File: src/design/assert_macros.svh
// Assertion macros used by the top-level design file.
// ASSERT_IMPL checks a same-cycle implication and ASSERT_NEXT checks a
// next-cycle implication. Both are disabled while the reset is asserted.
`ifndef ASSERT_MACROS_SVH
`define ASSERT_MACROS_SVH
`ifndef SYNTHESIS
`define ASSERT_IMPL(lbl, clk, rstn, ante, cons) \
  lbl: assert property (@(posedge clk) disable iff (!(rstn)) (ante) |-> (cons)) \
    else $error("assertion failed");
`define ASSERT_NEXT(lbl, clk, rstn, ante, cons) \
  lbl: assert property (@(posedge clk) disable iff (!(rstn)) (ante) |=> (cons)) \
    else $error("assertion failed");
`else
`define ASSERT_IMPL(lbl, clk, rstn, ante, cons)
`define ASSERT_NEXT(lbl, clk, rstn, ante, cons)
`endif
`endif

File: src/design/skse_pkg.sv
`timescale 1ns / 1ps
package skse_pkg;

  localparam int unsigned KeyW = 32;

  typedef enum logic [1:0] {
    OP_INSERT = 2'd0,
    OP_DELETE = 2'd1,
    OP_SEARCH = 2'd2,
    OP_DUMP   = 2'd3
  } op_e;

  typedef enum logic [2:0] {
    ST_DONE     = 3'd0,
    ST_DUP      = 3'd1,
    ST_FULL     = 3'd2,
    ST_NOTFOUND = 3'd3,
    ST_EMPTY    = 3'd4,
    ST_ITEM     = 3'd5
  } status_e;

  typedef enum logic [2:0] {
    S_IDLE,
    S_LOCATE,
    S_INS_SHIFT,
    S_DEL_SHIFT,
    S_DUMP
  } state_e;

  typedef enum logic [2:0] {
    IDX_HOLD,
    IDX_CLR,
    IDX_INC,
    IDX_DEC,
    IDX_LOAD_CNT
  } idx_op_e;

  // Offset of the prefetched entry relative to the next index value.
  typedef enum logic [1:0] {
    RD_SAME,
    RD_BELOW,
    RD_ABOVE
  } rd_off_e;

  typedef enum logic {
    WR_RDATA,
    WR_KEY
  } wr_src_e;

  typedef enum logic [1:0] {
    KEY_ZERO,
    KEY_OPERAND,
    KEY_RDATA
  } key_src_e;

  typedef struct packed {
    idx_op_e  idx_op;
    rd_off_e  rd_off;
    logic     key_load;
    logic     pos_load;
    logic     wr_en;
    wr_src_e  wr_src;
    logic     cnt_inc;
    logic     cnt_dec;
    logic     out_load;
    status_e  out_status;
    key_src_e out_key_src;
    logic     out_last;
  } dp_cmd_t;

  typedef struct packed {
    logic cnt_zero;
    logic cnt_full;
    logic at_end;
    logic at_pos;
    logic last_item;
    logic key_eq;
    logic key_gt;
    logic out_free;
  } dp_status_t;

endpackage

File: src/design/skse_if.sv
`timescale 1ns / 1ps
interface skse_in_if;
  import skse_pkg::*;
  logic                   valid;
  logic                   ready;
  logic [1:0]             opcode;
  logic signed [KeyW-1:0] key_in;

  modport source (output valid, output opcode, output key_in, input ready);
  modport sink   (input valid, input opcode, input key_in, output ready);
endinterface

interface skse_out_if;
  import skse_pkg::*;
  logic                   valid;
  logic                   ready;
  logic [2:0]             status;
  logic signed [KeyW-1:0] key_out;
  logic                   last;

  modport source (output valid, output status, output key_out, output last, input ready);
  modport sink   (input valid, input status, input key_out, input last, output ready);
endinterface

File: src/design/sorted_key_set_engine.sv
// Sorted key set: holds up to CAPACITY distinct signed 32-bit keys in
// ascending order in a single-port-read, single-port-write RAM.
// Input channel in_i carries an opcode (insert, delete, search, dump) and a
// key; output channel out_o carries status, key_out and last. Both use a
// valid/ready transfer. Every operation ends with exactly one result that
// has last set; a dump gives one result per stored key, or one empty status.
// With p the sorted position of the key, a search scans the entries from
// 0 up to p; an insert scans likewise, then moves each stored entry from
// p upward up one slot; a delete scans, then moves each entry above p down
// one slot; a dump gives one key per cycle while the receiver takes them.
// The RAM reads one entry and writes one per cycle, so both the ordered
// search and the shift walk one entry a cycle.
// A new item is taken only when the engine is idle, in the cycle after the
// previous result is loaded, so the slowest items are inserts and deletes
// near a full set. The result register lets it take the next item while
// the last result still waits. When the receiver stalls, the engine holds
// its position and resumes once the result register drains. Reset empties
// the set at once; the RAM contents are not cleared and are never read
// above the key count.
`timescale 1ns / 1ps
`include "assert_macros.svh"
module sorted_key_set_engine #(
  parameter int unsigned CAPACITY = 32
) (
  input  logic       clk_i,
  input  logic       rst_ni,
  skse_in_if.sink    in_i,
  skse_out_if.source out_o
);
  import skse_pkg::*;

  dp_cmd_t    cmd;
  dp_status_t dp_st;
  logic       in_ready;
  status_e    out_status;

  skse_ctrl u_ctrl (
    .clk_i      (clk_i),
    .rst_ni     (rst_ni),
    .in_valid_i (in_i.valid),
    .opcode_i   (in_i.opcode),
    .in_ready_o (in_ready),
    .st_i       (dp_st),
    .cmd_o      (cmd)
  );

  skse_dp #(
    .CAPACITY (CAPACITY)
  ) u_dp (
    .clk_i        (clk_i),
    .rst_ni       (rst_ni),
    .cmd_i        (cmd),
    .st_o         (dp_st),
    .key_i        (in_i.key_in),
    .out_ready_i  (out_o.ready),
    .out_valid_o  (out_o.valid),
    .out_status_o (out_status),
    .out_key_o    (out_o.key_out),
    .out_last_o   (out_o.last)
  );

  assign in_i.ready   = in_ready;
  assign out_o.status = out_status;

  // A result is never loaded over one that has not been transferred.
  `ASSERT_IMPL(a_no_overwrite, clk_i, rst_ni, cmd.out_load, dp_st.out_free)
  // The count never grows past the capacity.
  `ASSERT_IMPL(a_no_overfill, clk_i, rst_ni, cmd.cnt_inc, !dp_st.cnt_full)
  // The count changes only together with the final result of an item.
  `ASSERT_IMPL(a_cnt_with_result, clk_i, rst_ni, cmd.cnt_inc || cmd.cnt_dec, cmd.out_load)
  // Once an item is taken, the engine is busy in the next cycle.
  `ASSERT_NEXT(a_busy_after_take, clk_i, rst_ni, in_i.valid && in_ready, !in_ready)

endmodule

File: src/design/skse_ctrl.sv
`timescale 1ns / 1ps
module skse_ctrl (
  input  logic                 clk_i,
  input  logic                 rst_ni,
  input  logic                 in_valid_i,
  input  logic [1:0]           opcode_i,
  output logic                 in_ready_o,
  input  skse_pkg::dp_status_t st_i,
  output skse_pkg::dp_cmd_t    cmd_o
);
  import skse_pkg::*;

  state_e state_q, state_d;
  op_e    op_q, op_d;
  logic   hit;

  assign hit = !st_i.at_end && st_i.key_eq;

  always_ff @(posedge clk_i or negedge rst_ni) begin
    if (!rst_ni) begin
      state_q <= S_IDLE;
      op_q    <= OP_INSERT;
    end else begin
      state_q <= state_d;
      op_q    <= op_d;
    end
  end

  always_comb begin
    state_d            = state_q;
    op_d               = op_q;
    in_ready_o         = 1'b0;
    cmd_o.idx_op       = IDX_HOLD;
    cmd_o.rd_off       = RD_SAME;
    cmd_o.key_load     = 1'b0;
    cmd_o.pos_load     = 1'b0;
    cmd_o.wr_en        = 1'b0;
    cmd_o.wr_src       = WR_RDATA;
    cmd_o.cnt_inc      = 1'b0;
    cmd_o.cnt_dec      = 1'b0;
    cmd_o.out_load     = 1'b0;
    cmd_o.out_status   = ST_DONE;
    cmd_o.out_key_src  = KEY_ZERO;
    cmd_o.out_last     = 1'b1;

    unique case (state_q)
      S_IDLE: begin
        in_ready_o   = 1'b1;
        // Keep the index at zero so entry 0 is prefetched on the transfer.
        cmd_o.idx_op = IDX_CLR;
        if (in_valid_i) begin
          cmd_o.key_load = 1'b1;
          op_d           = op_e'(opcode_i);
          state_d        = (op_e'(opcode_i) == OP_DUMP) ? S_DUMP : S_LOCATE;
        end
      end

      S_LOCATE: begin
        if (!st_i.at_end && !st_i.key_eq && !st_i.key_gt) begin
          cmd_o.idx_op = IDX_INC;
        end else begin
          unique case (op_q)
            OP_INSERT: begin
              priority if (hit) begin
                if (st_i.out_free) begin
                  cmd_o.out_load   = 1'b1;
                  cmd_o.out_status = ST_DUP;
                  state_d          = S_IDLE;
                end
              end else if (st_i.cnt_full) begin
                if (st_i.out_free) begin
                  cmd_o.out_load   = 1'b1;
                  cmd_o.out_status = ST_FULL;
                  state_d          = S_IDLE;
                end
              end else begin
                cmd_o.pos_load = 1'b1;
                cmd_o.idx_op   = IDX_LOAD_CNT;
                cmd_o.rd_off   = RD_BELOW;
                state_d        = S_INS_SHIFT;
              end
            end
            OP_DELETE: begin
              if (hit) begin
                cmd_o.rd_off = RD_ABOVE;
                state_d      = S_DEL_SHIFT;
              end else if (st_i.out_free) begin
                cmd_o.out_load   = 1'b1;
                cmd_o.out_status = ST_NOTFOUND;
                state_d          = S_IDLE;
              end
            end
            OP_SEARCH: begin
              if (st_i.out_free) begin
                cmd_o.out_load = 1'b1;
                state_d        = S_IDLE;
                priority if (st_i.cnt_zero) begin
                  cmd_o.out_status = ST_EMPTY;
                end else if (hit) begin
                  cmd_o.out_status  = ST_DONE;
                  cmd_o.out_key_src = KEY_OPERAND;
                end else begin
                  cmd_o.out_status = ST_NOTFOUND;
                end
              end
            end
            OP_DUMP: begin
              state_d = S_IDLE;
            end
          endcase
        end
      end

      S_INS_SHIFT: begin
        // Walk down from the count, moving each entry up by one slot.
        cmd_o.rd_off = RD_BELOW;
        if (st_i.at_pos) begin
          if (st_i.out_free) begin
            cmd_o.wr_en    = 1'b1;
            cmd_o.wr_src   = WR_KEY;
            cmd_o.cnt_inc  = 1'b1;
            cmd_o.out_load = 1'b1;
            state_d        = S_IDLE;
          end
        end else begin
          cmd_o.wr_en  = 1'b1;
          cmd_o.idx_op = IDX_DEC;
        end
      end

      S_DEL_SHIFT: begin
        cmd_o.rd_off = RD_ABOVE;
        if (st_i.last_item) begin
          if (st_i.out_free) begin
            cmd_o.cnt_dec  = 1'b1;
            cmd_o.out_load = 1'b1;
            state_d        = S_IDLE;
          end
        end else begin
          cmd_o.wr_en  = 1'b1;
          cmd_o.idx_op = IDX_INC;
        end
      end

      S_DUMP: begin
        if (st_i.out_free) begin
          cmd_o.out_load = 1'b1;
          if (st_i.cnt_zero) begin
            cmd_o.out_status = ST_EMPTY;
            state_d          = S_IDLE;
          end else begin
            cmd_o.out_status  = ST_ITEM;
            cmd_o.out_key_src = KEY_RDATA;
            cmd_o.out_last    = st_i.last_item;
            cmd_o.idx_op      = IDX_INC;
            if (st_i.last_item) begin
              state_d = S_IDLE;
            end
          end
        end
      end

      default: begin
        state_d = S_IDLE;
      end
    endcase
  end

endmodule

File: src/design/skse_dp.sv
`timescale 1ns / 1ps
module skse_dp #(
  parameter int unsigned CAPACITY = 32
) (
  input  logic                             clk_i,
  input  logic                             rst_ni,
  input  skse_pkg::dp_cmd_t                cmd_i,
  output skse_pkg::dp_status_t             st_o,
  input  logic signed [skse_pkg::KeyW-1:0] key_i,
  input  logic                             out_ready_i,
  output logic                             out_valid_o,
  output skse_pkg::status_e                out_status_o,
  output logic signed [skse_pkg::KeyW-1:0] out_key_o,
  output logic                             out_last_o
);
  import skse_pkg::*;

  localparam int unsigned AW = $clog2(CAPACITY);
  localparam int unsigned IW = $clog2(CAPACITY + 1);
  localparam logic [IW-1:0] CapVal = IW'(CAPACITY);

  logic signed [KeyW-1:0] mem_q [CAPACITY];
  logic signed [KeyW-1:0] rdata_q, key_q, wdata, out_key_q;
  logic [IW-1:0]          idx_q, idx_d, cnt_q, cnt_d, pos_q, rd_idx;
  logic [AW-1:0]          rd_addr;
  logic                   out_valid_q;
  status_e                out_status_q;
  logic                   out_last_q;
  logic                   out_free;

  always_comb begin
    unique case (cmd_i.idx_op)
      IDX_HOLD:     idx_d = idx_q;
      IDX_CLR:      idx_d = '0;
      IDX_INC:      idx_d = idx_q + IW'(1);
      IDX_DEC:      idx_d = idx_q - IW'(1);
      IDX_LOAD_CNT: idx_d = cnt_q;
      default:      idx_d = idx_q;
    endcase
  end

  // The RAM is addressed with the next index so that its registered output
  // holds the entry the controller looks at in the following cycle.
  always_comb begin
    unique case (cmd_i.rd_off)
      RD_SAME:  rd_idx = idx_d;
      RD_BELOW: rd_idx = idx_d - IW'(1);
      RD_ABOVE: rd_idx = idx_d + IW'(1);
      default:  rd_idx = idx_d;
    endcase
  end

  assign rd_addr = rd_idx[AW-1:0];
  assign wdata   = (cmd_i.wr_src == WR_KEY) ? key_q : rdata_q;
  assign cnt_d   = cnt_q + IW'(cmd_i.cnt_inc) - IW'(cmd_i.cnt_dec);

  always_ff @(posedge clk_i) begin
    if (cmd_i.wr_en) begin
      mem_q[idx_q[AW-1:0]] <= wdata;
    end
    if (rd_idx < CapVal) begin
      rdata_q <= mem_q[rd_addr];
    end
  end

  always_ff @(posedge clk_i or negedge rst_ni) begin
    if (!rst_ni) begin
      idx_q <= '0;
      cnt_q <= '0;
    end else begin
      idx_q <= idx_d;
      cnt_q <= cnt_d;
    end
  end

  always_ff @(posedge clk_i) begin
    if (cmd_i.key_load) begin
      key_q <= key_i;
    end
    if (cmd_i.pos_load) begin
      pos_q <= idx_q;
    end
  end

  // Output register: a result waits here while the next item is taken in.
  assign out_free = !out_valid_q || out_ready_i;

  always_ff @(posedge clk_i or negedge rst_ni) begin
    if (!rst_ni) begin
      out_valid_q <= 1'b0;
    end else if (cmd_i.out_load) begin
      out_valid_q <= 1'b1;
    end else if (out_ready_i) begin
      out_valid_q <= 1'b0;
    end
  end

  always_ff @(posedge clk_i) begin
    if (cmd_i.out_load) begin
      out_status_q <= cmd_i.out_status;
      out_last_q   <= cmd_i.out_last;
      unique case (cmd_i.out_key_src)
        KEY_ZERO:    out_key_q <= '0;
        KEY_OPERAND: out_key_q <= key_q;
        KEY_RDATA:   out_key_q <= rdata_q;
        default:     out_key_q <= '0;
      endcase
    end
  end

  assign st_o.cnt_zero  = (cnt_q == '0);
  assign st_o.cnt_full  = (cnt_q == CapVal);
  assign st_o.at_end    = (idx_q == cnt_q);
  assign st_o.at_pos    = (idx_q == pos_q);
  assign st_o.last_item = ((idx_q + IW'(1)) == cnt_q);
  assign st_o.key_eq    = (rdata_q == key_q);
  assign st_o.key_gt    = (rdata_q > key_q);
  assign st_o.out_free  = out_free;

  assign out_valid_o  = out_valid_q;
  assign out_status_o = out_status_q;
  assign out_key_o    = out_key_q;
  assign out_last_o   = out_last_q;

endmodule

File: src/flat_wrapper.sv
// flat-port wrapper written by rule: the top's interface ports become plain ports
module sorted_key_set_engine_flat import skse_pkg::*;
#(
  parameter int unsigned CAPACITY = 32
)
  (clk_i, rst_ni, in_i_valid, in_i_opcode, in_i_key_in, in_i_ready, out_o_valid, out_o_status, out_o_key_out, out_o_last, out_o_ready);
  skse_in_if in_i_i ();
  skse_out_if out_o_i ();
  input  logic clk_i;
  input  logic rst_ni;
  input wire logic [$bits(in_i_i.valid)-1:0] in_i_valid;
  input wire logic [$bits(in_i_i.opcode)-1:0] in_i_opcode;
  input wire logic [$bits(in_i_i.key_in)-1:0] in_i_key_in;
  output wire logic [$bits(in_i_i.ready)-1:0] in_i_ready;
  output wire logic [$bits(out_o_i.valid)-1:0] out_o_valid;
  output wire logic [$bits(out_o_i.status)-1:0] out_o_status;
  output wire logic [$bits(out_o_i.key_out)-1:0] out_o_key_out;
  output wire logic [$bits(out_o_i.last)-1:0] out_o_last;
  input wire logic [$bits(out_o_i.ready)-1:0] out_o_ready;
  assign in_i_i.valid = in_i_valid;
  assign in_i_i.opcode = in_i_opcode;
  assign in_i_i.key_in = in_i_key_in;
  assign in_i_ready = in_i_i.ready;
  assign out_o_valid = out_o_i.valid;
  assign out_o_status = out_o_i.status;
  assign out_o_key_out = out_o_i.key_out;
  assign out_o_last = out_o_i.last;
  assign out_o_i.ready = out_o_ready;
  sorted_key_set_engine #(.CAPACITY(CAPACITY)) u_core (.clk_i(clk_i), .rst_ni(rst_ni), .in_i(in_i_i), .out_o(out_o_i));
endmodule
File: config.mk
export PLATFORM = sky130hd
export DESIGN_NAME = sorted_key_set_engine_flat
export DESIGN_NICKNAME = d
export VERILOG_FILES = /design/src/design/skse_pkg.sv /design/src/design/skse_if.sv /design/src/design/sorted_key_set_engine.sv /design/src/design/skse_ctrl.sv /design/src/design/skse_dp.sv /design/src/flat_wrapper.sv
export VERILOG_INCLUDE_DIRS = /design/src /design/src/design
export SDC_FILE = /design/constraint.sdc
export NUM_CORES = 1
export LEC_CHECK = 0
export BUFFER_PORTS_ARGS = -buffer_cell sky130_fd_sc_hd__clkbuf_2
export CAP_MARGIN = 20
export CORE_MARGIN = 5
export CORE_UTILIZATION = 40
export DETAILED_ROUTE_END_ITERATION = 16
export PLACE_DENSITY = 0.6
export SYNTH_ARGS = -nofsm -noshare
export SYNTH_HDL_FRONTEND = slang
export SYNTH_HIERARCHICAL = 1
export SYNTH_SLANG_ARGS = --single-unit
File: constraint.sdc
create_clock -name clk_i -period 5.9 [get_ports clk_i]
set_input_delay 0.295 -clock clk_i [delete_from_list [all_inputs] [get_ports clk_i]]
set_output_delay 0.295 -clock clk_i [all_outputs]
set_load 0.03 [all_outputs]
==> run_results.csv <==
group,metric,value,unit
timing,layout_setup_ws,91.7,ps
critical_path,endpoint_kind,"register",
cells_and_area,drive_gt1_frac,0.237,
logic_synthesis,synth.cell_area,0.0482,mm^2
timing,hold_viol,0,
route,vias,27500,
critical_path,crit_top_cell,"buf_4",
timing,max_clock_freq,172,MHz
critical_path,cp_max_fo,11,
logic_synthesis,syn_avg_cell_area,16.3,um^2
logic_synthesis,synth-edff-count,1130,
timing,setup_viol,0,
cells_and_area,fin_nets,3429,
worst_hold_path,hold_class,"input pin to register",
floorplanning,die_y,357,um
critical_path,path_class,"register to register",
placed_design,dp_slack,-615,ps
timing,rsz0062_at_grt,"true",
cells_and_area,area_delta_synth_final,20.4,%
logic_synthesis,synth.distinct_cells,66,
placed_design,io_buffers,75,
critical_path,start_kind,"register",
logic_synthesis,synth_cells,2951,
clock_tree,clock_latency,720,ps
floorplanning,die_w,357,um
job,cap_viol_max_count,0,
timing,worstMarginPinSlew,1040,ps
critical_path,crit_slowest_cell,"edfxtp_1",
critical_path,cp_num_buf_inv,7,
timing,period_minus_slack,5810,ps
grt,grt_pass1_vias,27100,
grt,grt-ovfl-total,0,
placed_design,hpwl,73.1,mm
logic_synthesis,ys_seq_area_frac,0.714,
route,drtPass1Iterations,6,
clock_tree,cts.sinks,1148,
status,status,"finished clean",
cells_and_area,diodes,0,
critical_path,cp_top_family,"compound AO/OA/AOI/OAI gates",
logic_synthesis,async_flop_share,0.0157,
critical_path,r2r_slack,90,ps
logic_synthesis,ys_warn_count,6,
route,drc_errors,0,
cells_and_area,seq_area,0.0344,mm^2
clock_tree,cts_tree,"yes",
clock_tree,cts_made_buffers,114,
route,wl_per_cell,25.2,um
floorplanning,io_pins,76,
critical_path,cp_slowest_stage_delay,510,ps
floorplanning,fp-row-count,127,
grt,grt_max_degree,67,
cells_and_area,multi_input_area,0.0133,mm^2
timing,drv_slew,0,
grt,grt_usage,0.193,
floorplanning,fp.coreArea,0.120,mm^2
logic_synthesis,synth.ff_latch_count,1148,
route,finalWirelength,127,mm
floorplanning,dieArea,0.127,mm^2
logic_synthesis,synth.net_count,3044,
route,final_antenna_net_count,0,
logic_synthesis,synth_ff_type,"edfxtp_1",
critical_path,cp_data_arrival_time,6360,ps
clock_tree,h-tree-depth,3,
timing,fin_skew,49.3,ps
timing,post-route-period-util,0.984,
placed_design,place.gp.congestion,0.806,
clock_tree,cts_buffer_depth,3,
clock_tree,clk_pin_slew,60,ps
cells_and_area,n_fill_cell,10100,
grt,antenna_found_initial,1,
timing,timing.slew.headroom,0.304,
clock_tree,clockRootBuffer,"clkbuf_16",
floorplanning,start_util,0.402,
route,drt_iter0_drc,2261,
critical_path,critPathRequiredTime,6460,ps
route,avgViaCountPerCell,5.46,
grt,grt_pass1_wl,182,mm
per-layer routing:
layer | vias to the layer above | track usage | routed length [um]
li1 | 12400 | - | -
met1 | 14100 | 0.262 | 53800
met2 | 840 | 0.317 | 61100
met3 | 198 | 0.0327 | 7590
met4 | 0 | 0.0677 | 4590
met5 | - | 0 | 0
kinds of logic (layout without fill, tap and decap cells):
group	after synthesis	count (layout)	share of synthesized area
flops	1148	1148	0.714
compound gates	565	565	0.0857
mux	488	488	0.103
simple gates	414	414	0.0507
buf+inv	251	732	0.0265
fa+ha+maj	55	55	0.0146
xor+xnor	30	30	0.00584
cell type report:
cell class	instances	share of cell area
Tap cell	1612	0.0348
Inverter	59	0.00382
Timing Repair Buffer	461	0.0771
Clock inverter	79	0.0114
Multi-Input combinational cell	1552	0.229
Clock buffer	133	0.0508
Sequential cell	1148	0.593
stage by stage:
| stage | util | std cells | instance area [um^2] | setup TNS (ps) | hold WS [ps] |
|---|---|---|---|---|---|
| floorplan | - | 2951 | 48200 | 0 | -0.591 |
| global placement | 0.441 | 4752 | 52800 | -22060 | 291 |
| detailed placement | 0.441 | 4752 | 52800 | -20640 | 296 |
| CTS | 0.475 | 5006 | 57000 | 0 | 50.4 |
| global route | 0.484 | 5044 | 58000 | -3650 | 70.4 |
| finish | 0.484 | 5044 | 58000 | 0 | 106 |
worst paths after layout:
| check | end | cells past startpoint | from |
|---|---|---|---|
| setup / recovery | u_core/u_dp/rdata_q[10] | 28 | u_core/u_dp/rdata_q[1] |
| hold / removal | u_core/u_ctrl/state_q[0] | 4 | in_i_valid |
| setup reg to reg | u_core/u_dp/rdata_q[10] | 28 | u_core/u_dp/rdata_q[1] |
| hold reg to reg | u_core/u_dp/out_key_o[7] | 2 | u_core/u_dp/key_q[7] |
| max in group asynchronous | u_core/u_dp/cnt_q[0] | 2 | rst_ni |
| min in group asynchronous | u_core/u_dp/out_valid_o | 2 | rst_ni |
tightest hold or removal path, stage by stage:
cell,delay [ps]
clkbuf_2,100
nand2b_1,170
nand4b_1,110
o32ai_1,80
synth_stat cells (2+ instances only):
library cell	count	area (um^2)
a211o_1	32	280
a211oi_1	290	2180
a21o_1	15	113
a21oi_1	83	415
a221oi_2	2	30.0
a22oi_1	33	248
a31oi_1	2	12.5
a32oi_1	33	289
and3_1	3	18.8
and4_1	4	35.0
and4b_1	2	20.0
buf_1	7	26.3
buf_2	56	280
buf_4	26	195
buf_6	22	248
clkbuf_1	81	304
dfrtp_1	18	450
edfxtp_1	1130	33900
fa_1	2	40.0
ha_1	53	663
inv_1	59	221
mux2_2	65	732
mux2i_1	423	4230
nand2_1	61	229
nand2b_1	7	43.8
nand3_1	12	60.1
nand3b_1	2	15.0
nand4_1	8	50.1
nand4b_1	3	26.3
nor2_1	87	327
nor2b_1	167	1040
nor3_1	10	50.1
nor3b_2	31	388
o211ai_1	35	263
o21a_1	4	30.0
o21ai_0	15	75.1
o21bai_1	4	30.0
o221ai_1	2	17.5
o32ai_1	2	17.5
or3_1	7	43.8
xnor2_1	18	158
xor2_1	11	96.3
state kept, by name, summed over array words and instances (netlist names):
name                      cells
u_core/u_ctrl/op_q            2
u_core/u_ctrl/state_q         3
u_core/u_dp/cnt_q             6
u_core/u_dp/idx_q             6
u_core/u_dp/key_q            32
u_core/u_dp/mem_q          1024
u_core/u_dp/out_key_o        32
u_core/u_dp/out_last_o        1
u_core/u_dp/out_status_o      3
u_core/u_dp/out_valid_o       1
u_core/u_dp/pos_q             6
u_core/u_dp/rdata_q          32
what timing repair did:
action                                  in CTS  in global routing
endpoints found under the hold margin       53                  0
hold buffers                                35                  0
setup buffers                                4                 25
gates cloned                                 3                 12
pin swaps                                    8                 35
endpoints found under the setup margin      64                 64
resized for setup                           23                115
layout by cell type, fill, tap and decap left out, types with 19 or more instances in the layout:
| cell | count |
|---|---|
| nand2_1 | 59 |
| clkinv_1 | 37 |
| buf_12 | 53 |
| nor3b_2 | 31 |
| a21oi_1 | 77 |
| o211ai_1 | 35 |
| a22oi_1 | 33 |
| nor2b_1 | 165 |
| a211o_1 | 32 |
| clkbuf_2 | 75 |
| nor2_1 | 51 |
| a32oi_1 | 24 |
| mux2i_1 | 420 |
| inv_1 | 57 |
| dlygate4sd3_1 | 35 |
| nor2_4 | 34 |
| buf_6 | 19 |
| ha_1 | 53 |
| edfxtp_1 | 1130 |
| a211oi_2 | 47 |
| mux2_2 | 65 |
| buf_4 | 257 |
| clkbuf_16 | 127 |
| a211oi_1 | 241 |
| clkinv_2 | 20 |
Power is not shown: default switching activity piles up to over one toggle a cycle in this logic, so the estimate is an artifact.
